**config.mk**
```make
export PLATFORM = sky130hd
export DESIGN_NAME = wrt_dist
export DESIGN_NICKNAME = d
export VERILOG_FILES = /design/src/hw/rtl/wrt_dist.sv
export SDC_FILE = /design/constraint.sdc
export NUM_CORES = 2
export LEC_CHECK = 0
export BUFFER_PORTS_ARGS = -buffer_cell sky130_fd_sc_hd__buf_2
export CORE_MARGIN = 8
export CORE_UTILIZATION = 29
export CTS_CLUSTER_SIZE = 40
export DETAILED_ROUTE_END_ITERATION = 8
export SLEW_MARGIN = 0
export SYNTH_ARGS = -nofsm -noshare
export SYNTH_HDL_FRONTEND = slang
export SYNTH_SLANG_ARGS = --single-unit
export TNS_END_PERCENT = 1
```
**constraint.sdc**
```tcl
create_clock -name clk -period 7.1 [get_ports clk]
set_input_delay 1.42 -clock clk [delete_from_list [all_inputs] [get_ports clk]]
set_output_delay 1.42 -clock clk [all_outputs]
set_load 0.01 [all_outputs]
```
**src/hw/rtl/wrt_dist.sv**
```systemverilog
`timescale 1ns / 1ps

module wrt_dist #(
	parameter int COORD_BITS = 24
) (
	input  logic                           clk,
	input  logic                           arst_n,
	input  logic                           valid,
	input  logic signed [COORD_BITS-1:0]   a_x,
	input  logic signed [COORD_BITS-1:0]   a_y,
	input  logic signed [COORD_BITS-1:0]   a_z,
	input  logic signed [COORD_BITS-1:0]   b_x,
	input  logic signed [COORD_BITS-1:0]   b_y,
	input  logic signed [COORD_BITS-1:0]   b_z,
	output logic                           dist_valid,
	output logic [2*COORD_BITS+3:0]        dist_sq
);

	localparam int DW  = COORD_BITS + 1;
	localparam int PW  = 2 * DW;
	localparam int SQW = PW + 2;

	logic signed [DW-1:0] dx_s1, dy_s1, dz_s1;
	logic [PW-1:0]        sqx_s2, sqy_s2, sqz_s2;
	logic [SQW-1:0]       sum_s3;
	logic                 v_s1, v_s2, v_s3;
	logic signed [PW-1:0] px, py, pz;

	// products of signed differences are never negative
	always_comb begin
		px = dx_s1 * dx_s1;
		py = dy_s1 * dy_s1;
		pz = dz_s1 * dz_s1;
	end

	always_ff @(posedge clk or negedge arst_n) begin
		if (!arst_n) begin
			v_s1 <= 1'b0;
			v_s2 <= 1'b0;
			v_s3 <= 1'b0;
		end else begin
			v_s1 <= valid;
			v_s2 <= v_s1;
			v_s3 <= v_s2;
		end
	end

	always_ff @(posedge clk) begin
		dx_s1  <= {a_x[COORD_BITS-1], a_x} - {b_x[COORD_BITS-1], b_x};
		dy_s1  <= {a_y[COORD_BITS-1], a_y} - {b_y[COORD_BITS-1], b_y};
		dz_s1  <= {a_z[COORD_BITS-1], a_z} - {b_z[COORD_BITS-1], b_z};
		sqx_s2 <= px;
		sqy_s2 <= py;
		sqz_s2 <= pz;
		sum_s3 <= SQW'(sqx_s2) + SQW'(sqy_s2) + SQW'(sqz_s2);
	end

	assign dist_valid = v_s3;
	assign dist_sq    = sum_s3;

endmodule

```
**Yosys cells after proc, flatten, opt, wreduce, memory -nomap -nowiden**

Cells that the tools add are included.

- Output and inout port bits: 53
- Bits of input ports: 147
- Register bits after elaboration: 280
- Logic and storage cells: 18

- Multipliers: 3
- Add/subtract/negate cells: 5

Operators with widths:

| kind | number |
|---|---|
| $mul A25 B25 Y50 | 3 |
| $sub A24 B24 Y25 | 3 |
| $add A51 B50 Y52 | 1 |
| $add A50 B50 Y51 | 1 |

**Logic depth before layout (Yosys ltp)**

- Depth in word-level cells: 2
- Gate-level depth with buffers: 30

**Least setup slack after synthesis**

OpenSTA, ideal clock, no wires.

- Kind: register to register
- Start: register dz_s1[24]
- End: register sqz_s2[46]
- Stages on the path, launching flop included: 28
- Buffers on the path: 2
- Arrival: 7.029 ns
- Setup slack: -0.050 ns
- Required time: 6.979 ns
- Period minus slack after synthesis: 7.150 ns
- Library setup time: 0.121 ns
- Cell sequence: dfxtp_1 clkbuf_1 clkbuf_1 nand2_1 fa_1 inv_1 fa_1 inv_1 fa_1 fa_1 inv_1 fa_1 fa_1 inv_1 fa_1 inv_1 ha_1 a211o_1 a21oi_1 nand3_1 nor4bb_1 nor2_1 a41o_1 a21oi_1 o31a_1 o21bai_1 a21o_1 xor2_1

- Word-level cells in the longest chain between the ends: 1

RTL lines:

| element | line | source |
|---|---|---|
| from (decl) | 23 | `logic signed [DW-1:0] dx_s1, dy_s1, dz_s1;` |
| from (signal assigned) | 51 | `dz_s1 <= {a_z[COORD_BITS-1], a_z} - {b_z[COORD_BITS-1], b_z};` |
| $mul A25 B25 Y50 | 33 | `pz = dz_s1 * dz_s1;` |
| net pz[46] | 27 | `logic signed [PW-1:0] px, py, pz;` |
| to (signal assigned) | 54 | `sqz_s2 <= pz;` |
| to (decl) | 24 | `logic [PW-1:0] sqx_s2, sqy_s2, sqz_s2;` |

The timed path passes the listed nets, and every way through them passes these cells.

**Final worst setup path**

- Start: register dy_s1[6]
- End: register sqy_s2[46]

- Word-level cells in the longest chain between the ends: 1

RTL lines:

| element | line | source |
|---|---|---|
| from (decl) | 23 |  |
| from (signal assigned) | 50 | `dy_s1 <= {a_y[COORD_BITS-1], a_y} - {b_y[COORD_BITS-1], b_y};` |
| $mul A25 B25 Y50 | 32 | `py = dy_s1 * dy_s1;` |
| net py[46] | 27 |  |
| to (signal assigned) | 53 | `sqy_s2 <= py;` |
| to (decl) | 24 |  |

The timed path passes the listed nets, and every way through them passes these cells.

==> metrics.yaml <==
outcome:
  run_status: "completed"
grt:
  grt_first_pass_wirelength_um: 311000
  grt_antenna_before_repair: 9
  grt_start_max_net_pins: 27
  overflow: 0
  globalRouteTotalUtil_pct: 14.1
  grt_pass1_vias: 59300
timing:
  worst_slew_pin_slew_ps: 748
  setup_tns_ps: 0
  worst_clock_skew_ps: 44.8
  min_period_ps: 7040
  fin_crit_sh_pct: 99.1
  timing.hold.ws_ps: 350
  timing_hold_violations_final: 0
  unrepaired_setup_endpoints_after_global_routing: "true"
  drv_slew: 0
  achievable-frequency_ghz: 0.142
  finalSetupViolations: 0
  max_slew_margin_pct: 49.6
finish:
  final.fill_count: 26000
  layout.cells.non_filler: 11700
  number_of_nets_at_the_end_of_the_flow: 10900
  area_growth_syn_to_layout_pct: 15.6
  finish.utilization_pct: 33.6
  layout_common_cells: "2219 x inv_1, 1850 x fa_1, 613 x nand2_1, 564 x ha_1, 513 x buf_4"
  final_layout_size_suffix_gt1_share_pct: 13.4
  mostFrequentLayoutCell: "inv_1"
clock_tree:
  cts-htree-levels: 2
  total_cts_buffers: 38
  cts.path.max_buffers: 3
  clkLatencyLatePin_ps: 660
  clock-root-buffer: "clkbuf_16"
  cts_tree: "built"
  clk_pin_slew_worst_paths_ps: 60
  clock_sinks: 277
drt:
  totalWireLength_um: 188000
  remaining_antenna_violation_count_after_routing: 0
  drt-vias-per-instance: 4.40
  first_pass_iters: 5
  post-route-drc-count: 0
  vias: 51700
  detail_route.wl_per_cell_um: 16.0
  drt_first_iter_violations: 2372
critical_path:
  critical_path_class: "reg2reg"
  worst_path_most_repeated_cell: "fa_1"
  timing.critical_path.to_type: "flip-flop"
  worstRegToRegCells: 27
  crit_arrival_ps: 7610
  critical_path_required_ps: 7670
  crit_path_largest_cell_delay_ps: 600
  setup.reg_to_reg.worst_slack_ps: 60
  start_kind: "flip-flop"
  worstReg2RegStart: "dy_s1[6]$_DFF_P_"
  crit_path_max_fanout: 11
  critical-path-slowest-cell: "fa_2"
  r2r-end: "sqy_s2[46]$_DFF_P_"
floorplanning:
  chipHeight_um: 522
  core-area_sq_um: 256000
  design.portCount: 200
  die_width_um: 522
  full_die_area_sq_um: 273000
  fp-row-count: 186
  initial_util_pct: 29.0
logic_synthesis:
  yosysWarningCount: 0
  synth_compound_gate_area_share_pct: 6.64
  synth.yosys.seq_area_share_pct: 7.49
  adder_and_majority_gate_portion_of_the_synthesized_area_pct: 60.2
  syn-mean-instance-area_sq_um: 9.65
  synth-xor-area-share_pct: 3.60
  muxShareOfSynthArea_pct: 0.0859
  ys_ff_latch: 277
  async_flop_share_pct: 1.08
  synth_top_family_by_area: "adder cells"
  combined_area_of_all_synthesized_cells_sq_um: 74300
  synthesis.instances: 7698
  synth_simple_gate_area_share_pct: 9.65
  yosys_cell_types: 87
  synth_top_flop_cell: "dfxtp_1"
  synth_edf_count: 0
job:
  max_cap_violations: 0
worst_hold_path:
  min_delay_path_depth: 0
  holdPathEnd: "dist_valid$_DFF_PN0_"
  hold_path_class: "reg2reg"
  hold_path_startpoint: "v_s2$_DFF_PN0_"
placement:
  detailed_place_hpwl_um: 167000
  placed_cells_incl_taps: 11600
  finalWeightedCongestion: 0.893
  io_buffers: 199
## layout make-up
type | count | area, sq um | area share, %
clock buffers | 50 | 1070 | 1.24
multi-input cells | 4985 | 60300 | 70.2
flip-flops and latches | 277 | 5680 | 6.62
clock inverters | 19 | 251 | 0.293
repair buffers | 783 | 5910 | 6.89
inverters | 2237 | 8410 | 9.80
diodes | 4 | 10.0 | 0.0117
well taps | 3384 | 4230 | 4.93
## per-layer routing
layer	global-route usage, %	share of wire (%)	up-vias
met5	0	0	-
met4	5.29	4.1	0
met3	1.62	4.0	230
met2	24.9	50	988
met1	17.8	42	26700
li1	-	-	23800
## logic make-up after synthesis
group / Yosys count
adders and majority gates: 2450
buffers and inverters: 2438
and+or+nand+nor: 1482
AOI/OAI and AO/OA: 739
xor gates and xnor gates: 305
DFF: 277
muxes: 6
other: 1
## per-stage QoR
stage / area, sq um / setup WS, ps
floorplan: 74300 / 17.6
global placement: 83200 / -377
detailed placement: 83200 / -335
CTS: 84800 / -44.9
global route: 85800 / -167
finish: 85800 / 63.9
## cell usage after synthesis (4+ instances only)
cell / instances / share of area [%]
inv_1: 2237 / 11
fa_1: 1875 / 51
nand2_1: 627 / 3.2
ha_1: 575 / 9.7
and2_1: 363 / 3.1
dfxtp_1: 274 / 7.4
a21oi_1: 231 / 1.6
xnor2_1: 221 / 2.6
clkbuf_1: 199 / 1.0
nor2_1: 187 / 0.94
a21o_1: 119 / 1.2
o21ai_0: 113 / 0.76
xor2_1: 84 / 0.99
nor2b_1: 79 / 0.67
nand2b_1: 50 / 0.42
nand3_1: 50 / 0.34
o21a_1: 41 / 0.41
o21bai_1: 38 / 0.38
nor3_1: 31 / 0.21
and3_1: 29 / 0.24
a211oi_1: 28 / 0.28
nand4_1: 26 / 0.22
o211ai_1: 19 / 0.19
a31oi_1: 15 / 0.13
o21ai_1: 14 / 0.094
a211o_1: 10 / 0.12
a31o_2: 10 / 0.12
or2_2: 10 / 0.084
o31a_1: 9 / 0.11
or3_1: 8 / 0.067
a21boi_0: 7 / 0.071
a2111oi_2: 5 / 0.10
o41ai_2: 5 / 0.11
a211oi_2: 4 / 0.067
a21oi_2: 4 / 0.047
a221oi_1: 4 / 0.047
a311o_1: 4 / 0.054
nand3b_1: 4 / 0.040
nor3b_1: 4 / 0.040
o2111ai_1: 4 / 0.047
o22ai_1: 4 / 0.034
o31ai_1: 4 / 0.040
## worst max-delay path, delay by kind of cell (launching register included)
family,cells,cell delay [ps]
adder cells (fa/ha/maj),8,3890
AO/OA/AOI/OAI,6,1050
flip-flops,1,330
AND/OR/NAND/NOR,4,720
buffers and inverters,9,950
## worst max path at each step
stage | from | to | slack, ps | cells after the start
floorplan | dy_s1[15]$_DFF_P_ | sqy_s2[44]$_DFF_P_ | 20 | 28
global placement | dy_s1[4]$_DFF_P_ | sqy_s2[49]$_DFF_P_ | -380 | 27
detailed placement | dy_s1[4]$_DFF_P_ | sqy_s2[49]$_DFF_P_ | -340 | 27
CTS | dy_s1[3]$_DFF_P_ | sqy_s2[49]$_DFF_P_ | -40 | 28
global route | dz_s1[6]$_DFF_P_ | sqz_s2[42]$_DFF_P_ | -170 | 27
finish | dy_s1[6]$_DFF_P_ | sqy_s2[46]$_DFF_P_ | 60 | 27
## registers in the layout (all words and copies together), names as in the netlist
name        flops
dist_sq        52
sqx_s2         49
sqy_s2         49
sqz_s2         49
dx_s1          25
dy_s1          25
dz_s1          25
dist_valid      1
v_s1            1
v_s2            1
## timing repair
item | CTS | global route
gates resized for setup | 78 | 232
gates cloned | 0 | 2
buffers inserted | 4 | 26
setup endpoints to repair | 40 | 54
pin swaps | 20 | 113
hold buffers | 0 | 0
hold endpoints to repair | 0 | 0
Power is not shown: default switching activity piles up to over one toggle a cycle in this logic, so the estimate is an artifact.
