--- config.mk ---
export PLATFORM = sky130hd
export DESIGN_NAME = wrt_sqrt
export DESIGN_NICKNAME = d
export VERILOG_FILES = /design/src/hw/rtl/wrt_sqrt.sv
export SDC_FILE = /design/constraint.sdc
export NUM_CORES = 1
export LEC_CHECK = 0
export ABC_AREA = 1
export BUFFER_PORTS_ARGS = -buffer_cell sky130_fd_sc_hd__clkbuf_2
export CAP_MARGIN = 20
export CORE_UTILIZATION = 59
export CTS_CLUSTER_SIZE = 25
export DETAILED_ROUTE_END_ITERATION = 7
export GPL_ROUTABILITY_DRIVEN = 0
export PLACE_DENSITY = 0.81
export SYNTH_ARGS = -nofsm -noshare
export SYNTH_HDL_FRONTEND = slang
export SYNTH_SLANG_ARGS = --single-unit
export TNS_END_PERCENT = 30
--- constraint.sdc ---
create_clock -name clk -period 2.56 [get_ports clk]
set_clock_uncertainty 0.15 [all_clocks]
set_input_delay 0.512 -clock clk [delete_from_list [all_inputs] [get_ports clk]]
set_output_delay 0.512 -clock clk [all_outputs]
set_load 0.01 [all_outputs]
--- src/hw/rtl/wrt_sqrt.sv ---
`timescale 1ns / 1ps

module wrt_sqrt #(
	parameter int SQ_W = 52
) (
	input  logic              clk,
	input  logic              arst_n,
	input  logic              start,
	input  logic [SQ_W-1:0]   n,
	output logic              done,
	output logic [SQ_W/2-1:0] root
);

	localparam int RES_W = SQ_W / 2;
	localparam int CNT_W = $clog2(RES_W + 1);

	logic              busy_q;
	logic              done_q;
	logic [CNT_W-1:0]  cnt_q;
	logic [SQ_W-1:0]   n_q;
	logic [RES_W:0]    rem_q;
	logic [RES_W-1:0]  root_q;
	logic [RES_W+2:0]  rem_sh;
	logic [RES_W+2:0]  trial;
	logic [RES_W+2:0]  diff;
	logic              take;

	// one result bit per cycle, two radicand bits brought down each step
	always_comb begin
		rem_sh = {rem_q, n_q[SQ_W-1 -: 2]};
		trial  = {1'b0, root_q, 2'b01};
		diff   = rem_sh - trial;
		take   = (rem_sh >= trial);
	end

	always_ff @(posedge clk or negedge arst_n) begin
		if (!arst_n) begin
			busy_q <= 1'b0;
			done_q <= 1'b0;
			cnt_q  <= '0;
			n_q    <= '0;
			rem_q  <= '0;
			root_q <= '0;
		end else begin
			done_q <= 1'b0;
			if (start && !busy_q) begin
				busy_q <= 1'b1;
				cnt_q  <= CNT_W'(RES_W);
				n_q    <= n;
				rem_q  <= '0;
				root_q <= '0;
			end else if (busy_q) begin
				n_q    <= {n_q[SQ_W-3:0], 2'b00};
				rem_q  <= take ? diff[RES_W:0] : rem_sh[RES_W:0];
				root_q <= {root_q[RES_W-2:0], take};
				cnt_q  <= cnt_q - CNT_W'(1);
				if (cnt_q == CNT_W'(1)) begin
					busy_q <= 1'b0;
					done_q <= 1'b1;
				end
			end
		end
	end

	assign done = done_q;
	assign root = root_q;

endmodule

* Word-level counts from Yosys, hierarchy flattened
Cells that the tools add are included.
** Cells by class
- Reductions and logical operators :: 3
- Add/subtract/negate cells :: 2
- $lt $le $gt $ge :: 1
- Multiplexer cells :: 15
- Equality and inequality tests :: 1
** Operators by type and width (number)
- two-way mux 52 bit :: 2
- two-way mux 27 bit :: 3
- two-way mux 26 bit :: 2
- >= comparator 29 x 28 -> 1 bit :: 1
- subtractor 27 bit :: 1
- two-way mux 5 bit :: 2
- two-way mux 1 bit :: 6
- == test 5 x 1 -> 1 bit (second input constant) :: 1
- subtractor 5 x 1 -> 5 bit (second input constant) :: 1
- nonzero test 2 bit :: 1
- logical AND 1 bit :: 1
- zero test 1 bit :: 1
** Storage, ports and cells
- Logic and storage cells :: 28
- Bits of input ports :: 55
- Output and inout bits :: 27
- Bits in registers :: 112

* Logic depth before layout (Yosys ltp)
Gate-level depths: netlist of run 1.
- Word-level depth :: 4
- Depth in mapped cells :: 15
- Mapped depth without buffers :: 14

* Worst setup path before layout of run 1
OpenSTA, ideal clock, no wires.
- Kind :: register to register
- Start point :: register root_q[17] (netlist: root[17])
- End point :: register rem_q[20]
- Cell stages (with the launch flop) :: 14
- Data arrival time :: 1.840 ns
- Path slack :: 0.453 ns
- Library setup time :: 0.116 ns
- Clock period less this slack :: 2.107 ns
- Path buffers :: 1
- Required time :: 2.294 ns
- Cells stage by stage :: dfrtp_1 -> inv_1 -> ha_1 -> nand2_2 -> inv_1 -> a21oi_1 -> nand2_1 -> a21oi_2 -> nand3_4 -> buf_8 -> nor2_1 -> nor2_1 -> nand2_1 -> nand2_1
** On the way
- Cells in the longest elaborated chain, start to end :: 4
- Elaborated cells on any way between the ends :: 5
- Classes of those cells :: 1 x add/sub; 1 x order compare; 3 x mux
** RTL lines
- start, declared :: line 22 : logic [RES_W-1:0] root_q;
- start signal, assigned :: line 55 : root_q <= {root_q[RES_W-2:0], take};
- subtractor 27 bit or >= comparator 29 x 28 -> 1 bit (tied branches) :: line 32, 33
- two-way mux 27 bit * :: line 54 : rem_q <= take ? diff[RES_W:0] : rem_sh[RES_W:0];
- two-way mux 27 bit * :: line 52 : end else if (busy_q) begin
- two-way mux 27 bit * :: line 46 : if (start && !busy_q) begin
- end signal, assigned :: line 54
- end, declared :: line 21 : logic [RES_W:0] rem_q;
Every way passes the cells marked *; elsewhere a longest branch is shown, timed or not. The select of a mux whose other input is x is not followed.
A chain may end at the register's enable or synchronous reset.

* Final worst setup path of run 1
- Start point :: register root_q[17] (netlist: root[17])
- End point :: register rem_q[25]
Same word-level chain as after synthesis.

==> out/results.ini, run 1 <==
[status]
status=complete, no violations

[routing]
wl_per_cell_um=13.95
vias=6203
dr.pass1.iters=5
drc_errors=0
via_per_inst=5.357
routed_wl_mm=16.16
drt_iter0_drc=442
final_antenna_net_count=0

[timing]
setup_ws_ps=208.8
finalHoldViolCount=0
slew_headroom_pct=67.20
fmax_mhz=425.3
whs_ps=189.6
finalCriticalPeriod_ps=2351
rsz0062_at_grt=no
fin_tns_setup_ps=0
post-route-period-util_pct=91.85
worst_slew_pin_slew_ps=492.1
slew_violations=0
setup_viol=0

[yosys]
synth_top_area_share_pct=40.59
syn-mean-instance-area_um2=7.376
yosys.area.top_type=dfrtp_1
synthesis.area_um2=6904
netlist_instances=936
yosys_warnings=0
yosysUniqueCellTypes=41
synth_nets=1021
yosys_register_bits=112
synth_area_leaders=dfrtp_1 41%, nand2_1 17%, inv_1 8.0%
synth-seq-area-share_pct=40.59

[placed_design]
dp_hpwl_mm=11.98
portBuffers=81
pre_cts_slack_ps=221.7

[grt]
antenna_found_initial=0
grt_max_degree=45
grt_pass1_wl_mm=27.77
grt.total_usage_pct=29.61
grt_remaining_overflow=0
grt_pass1_vias=6037

[run]
cap_viol_max_count=0

[power]
ir_worst_vdd_uv=1094
p_total_mw=12.44
p_leak_nw=4.162
power.density_nw_per_um2=1592

[floorplan]
start_util_pct=60.46
die_h_um=110.2
core_um2=11420
die_x_um=110.2
ios=82
die-area_um2=12140
rows=39

[final_layout]
n_fill_cell=1012
area_growth_pct=13.14
fin_nets=1095
drive_gt1_share_pct=14.88
n_antenna_cell=0

[setup_path]
rr_endpoint=rem_q[25]$_DFFE_PN0P_
cp.required_ps=2670
crit_arrival_ps=2460
critPathMaxFanout=16
startpoint=root[17]$_DFFE_PN0P_
r2r_slack_ps=210
ff2ff_path_depth=13
end_kind=flop
worstSetupPathType=flop to flop
r2r_start=root[17]$_DFFE_PN0P_
cp-endpoint=rem_q[25]$_DFFE_PN0P_
start_kind=flop

[cts]
cts_tree=built
cts.clk_slew.worst_paths_ps=70
clockBufferDepth=2
htree_levels=3
cts_setup_buffers=0
clk_latency_ps=370
clock_sinks=112
cts_root_buf=clkbuf_16
cts_made_buffers=9

[worst_hold_path]
hp-class=input port to flop

[area by class of cell]
type | count | area (um^2) | share of cell area, %
repair buffers | 96 | 585.6 | 7.496
flip-flops and latches | 112 | 2803 | 35.88
clock inverters | 6 | 76.32 | 0.9771
inverters | 152 | 570.5 | 7.304
well taps | 143 | 178.9 | 2.291
multi-input cells | 639 | 3358 | 42.99
clock buffers | 10 | 239.0 | 3.059
[registers in the layout, summed over array words and instances (netlist names)]
signal and flops:
cnt_q 5, root 26, done 1, n_q 52, rem_q 27, busy_q 1
[what timing repair did]
action / 4_1_cts / 5_1_grt
setup endpoints to repair: 0 / 1
endpoints found under the hold margin: 35 / 0
hold buffers: 1 / 0
gates resized for setup: 0 / 2
[through the flow]
| step | utilization [%] | instance area, um^2 | std cells |
|---|---|---|---|
| after floorplan | - | 6904 | 936 |
| after global placement | 65.51 | 7480 | 1141 |
| after detailed placement | 65.51 | 7480 | 1141 |
| after CTS | 68.35 | 7805 | 1158 |
| after global routing | 68.41 | 7811 | 1158 |
| final | 68.41 | 7811 | 1158 |
[logic make-up (layout without fill, tap and decap cells)]
family	Yosys count	count (layout)	synth area share, %
AO/OA/AOI/OAI	119	119	11.40
XOR/XNOR	13	13	1.649
AND/OR/NAND/NOR	477	477	30.03
adder cells (fa/ha/maj)	30	30	5.437
flip-flops	112	112	40.59
buffers and inverters	185	264	10.89
[how the worst min path moves through the flow]
stage	startpoint	endpoint	slack, ps	cells past startpoint
after floorplan	arst_n	busy_q$_DFF_PN0_	70	0
after global placement	cnt_q[4]$_DFFE_PN0P_	done$_DFF_PN0_	310	1
after detailed placement	cnt_q[4]$_DFFE_PN0P_	done$_DFF_PN0_	310	1
after CTS	n[0]	n_q[0]$_DFFE_PN0P_	180	3
after global routing	n[0]	n_q[0]$_DFFE_PN0P_	200	3
final	n[1]	n_q[1]$_DFFE_PN0P_	190	3
[layer usage]
layer / share of wire (%) / vias to the layer above / global-route usage, %
met1: 44 / 2870 / 37.90
met3: 5.6 / 24 / 4.879
met2: 48 / 165 / 50.71
met4: 2.0 / 0 / 10.53
li1: - / 3144 / -
met5: 0 / - / 0
[cell usage after synthesis]
library cell    n
a21boi_0        1
a21o_2          1
a21oi_1        19
a21oi_2         1
a22oi_1        11
a31oi_1         1
and2_0          1
buf_1           4
buf_2           7
buf_6           5
buf_8           1
clkbuf_1       16
clkinv_1        2
dfrtp_1       112
ha_1           30
inv_1         148
inv_2           2
nand2_1       305
nand2_2        13
nand2_4         1
nand3_1        71
nand3_2         4
nand3_4         1
nand3b_1        8
nand4_1        11
nand4_2         1
nor2_1         46
nor2_2          7
nor2_4          2
nor3_1          4
nor3_2          1
o211ai_1       18
o21a_1          1
o21ai_0        15
o21ai_1         5
o21bai_1        4
o221ai_1       17
o22ai_1        25
or2_2           1
xnor2_1         9
xor2_1          4
[critical path: stages, from the launching register on]
cell and delay [ps]:
dfrtp_1 340, inv_1 70, ha_1 380, nand2_2 120, inv_1 40, a21oi_1 210
nand2_1 120, a21oi_2 180, nand3_4 160, buf_12 190, nor2_1 80, nor2_1 40
nand2_1 80, nand2_1 60
[where the power goes]
group | switching, mW | internal, mW
Sequential | 0.440 | 2.60
Clock | 0.689 | 0.800
Combinational | 4.92 | 2.98
Total | 6.05 | 6.39
[placed cells by master (no fill, tap or decap), types with 10 or more instances in the layout]
cell | Yosys | final
o221ai_1 | 17 | 17
nand4_1 | 11 | 11
inv_1 | 148 | 147
nand3_1 | 71 | 71
ha_1 | 30 | 29
o211ai_1 | 18 | 18
a21oi_1 | 19 | 18
nand2_1 | 305 | 305
dfrtp_1 | 112 | 112
o21ai_0 | 15 | 15
clkbuf_2 | 0 | 80
a22oi_1 | 11 | 11
buf_4 | 0 | 10
o22ai_1 | 25 | 25
nor2_1 | 46 | 45
nand2_2 | 13 | 13
Power figures use the tool's default switching activity.
==> run 2: changes to the inputs <==
Settings changed: ABC_CLOCK_PERIOD_IN_PS set to 2400.
Clock period 2.56 ns to 2.4 ns, I/O delays scaled along.
==> run 2 against run 1 <==
- combinational power grew 13%
- critical path depth grew 2
- total power grew 10%
- maximum frequency grew 3.1%
- core utilization grew 1.4 points
- wire length grew 0.15%
==> out/results.ini, run 2 (synthesis gave the netlist of run 1 again) <==
[final_layout]
area_growth_pct=15.53
n_antenna_cell=0
regMostFlops=n_q
fin_nets=1098
fin_util_pct=69.86
layout_common_cells=302 x nand2_1, 146 x inv_1, 112 x dfrtp_1
drive_gt1_share_pct=17.19
largest_register_ffs=52
final_common_cell=nand2_1

[setup_path]
cp.required_ps=2500
start_kind=flop
worstSetupPathType=flop to flop
end_kind=flop
critPathMaxFanout=12
crit_arrival_ps=2390

[floorplan]
core_um2=11420
start_util_pct=60.46
die_x_um=110.2
die_h_um=110.2
ios=82
rows=39
die-area_um2=12140

[timing]
post-route-period-util_pct=95.04
setup_viol=0
finalHoldViolCount=0
slew_headroom_pct=56.37
finalCriticalPeriod_ps=2281
slew_violations=0
setup_ws_ps=119.2
fmax_mhz=438.4
worst_slew_pin_slew_ps=654.4

[power]
ir_worst_vdd_uv=1034
combPwrFrac_pct=65.1
p_total_mw=13.71
power.density_nw_per_um2=1718
p_int_mw=7.003
p_leak_nw=4.174
netSwitchingFraction_pct=48.91
seq_power_share_pct=23.9
pwr-share-clk_pct=11.0
p_switching_mw=6.703

[grt]
grt_remaining_overflow=0
antenna_found_initial=0
grt_pass1_wl_mm=27.54
grt_max_degree=60
grt_pass1_vias=6102
grt.total_usage_pct=29.42

[routing]
wl_met3_um=798
drt_iter0_drc=330
vias=6248
wl_met2_mm=7.658
wl_met1_mm=7.229
drc_errors=0
via_per_inst=5.382
top_layer_used=met4
dr.pass1.iters=5
final_antenna_net_count=0
routed_wl_mm=16.18
wl_per_cell_um=13.94

[cts]
clock_sinks=112
cts_root_buf=clkbuf_16
clockBufferDepth=2
clk_latency_ps=370
cts_made_buffers=9
cts.clk_slew.worst_paths_ps=80
htree_levels=3
cts_tree=built

[placed_design]
dp_hpwl_mm=11.93
portBuffers=81
pre_cts_slack_ps=118.8

[run]
cap_viol_max_count=0

[worst_hold_path]
hp-class=input port to flop

[status]
status=complete, no violations

-- run 2: changes by cell type in the layout (fill, tap and decap cells not counted), sizes merged --
cell	delta
buf	+3
bufinv	-1
clkinvlp	-1
clkbuf	-1
inv	+3
-- run 2: worst paths after layout --
path / startpoint / endpoint / slack, ps / depth (start not counted)
worst max-delay path: root[22]$_DFFE_PN0P_ / rem_q[18]$_DFFE_PN0P_ / 120 / 15
max in group asynchronous: arst_n / rem_q[25]$_DFFE_PN0P_ / 1040 / 3
worst min-delay path: n[19] / n_q[19]$_DFFE_PN0P_ / 150 / 3
worst min register to register: cnt_q[4]$_DFFE_PN0P_ / done$_DFF_PN0_ / 330 / 1
min in group asynchronous: arst_n / root[5]$_DFFE_PN0P_ / 470 / 2
worst max register to register: root[22]$_DFFE_PN0P_ / rem_q[18]$_DFFE_PN0P_ / 120 / 15
-- run 2: worst max-delay path, cell delays in order (launching register included) --
cell	delay (ps)
dfrtp_1	350
inv_1	70
ha_1	400
nand2_1	110
inv_1	50
nand2_1	50
nand2_1	80
nand2_1	70
nand2_1	80
a21oi_2	160
nand3_4	150
buf_12	180
nor2_1	80
nor2_1	50
nand2_1	100
nand2_1	50
-- run 2: repair_timing --
item                       in CTS  in global routing
hold endpoints to repair       34                  0
buffers inserted                0                  1
setup endpoints to repair       0                 25
hold buffers                    1                  0
gates resized for setup         0                 29
-- run 2: power groups by stage --
stage	Clock (mW)	Sequential [mW]	Combinational (mW)
6_report	1.51	3.27	8.93
5_1_grt	1.62	3.39	10.1
4_1_cts	1.55	3.24	8.49
3_5_place_dp	0	3.26	8.43
3_3_place_gp	0	3.24	8.28
2_1_floorplan	0	3.26	6.44
-- run 2: cell type report --
type                    count  area [um^2]
clock inverters             7        78.83
clock buffers               9        225.2
well taps                 143        178.9
flip-flops and latches    112         2803
multi-input cells         639         3497
fillers                   971         3442
inverters                 152        573.1
repair buffers             99        620.6
-- run 2: routing by layer --
metal  vias to the layer above  track usage, %
met2                       171           49.87
li1                       3155               -
met1                      2881           36.86
met3                        41           5.467
met4                         0           12.50
met5                         -               0
-- run 2: per-stage QoR --
| step | TNS [ps] | cells | instance area, um^2 | hold WS [ps] |
|---|---|---|---|---|
| 6_report | 0 | 1161 | 7976 | 154.0 |
| 5_1_grt | -38.63 | 1161 | 7976 | 146.3 |
| 4_1_cts | 0 | 1160 | 7821 | 145.6 |
| 3_5_place_dp | 0 | 1143 | 7507 | 316.1 |
| 3_3_place_gp | 0 | 1143 | 7507 | 316.8 |
| 2_1_floorplan | 0 | 936 | 6904 | 34.41 |
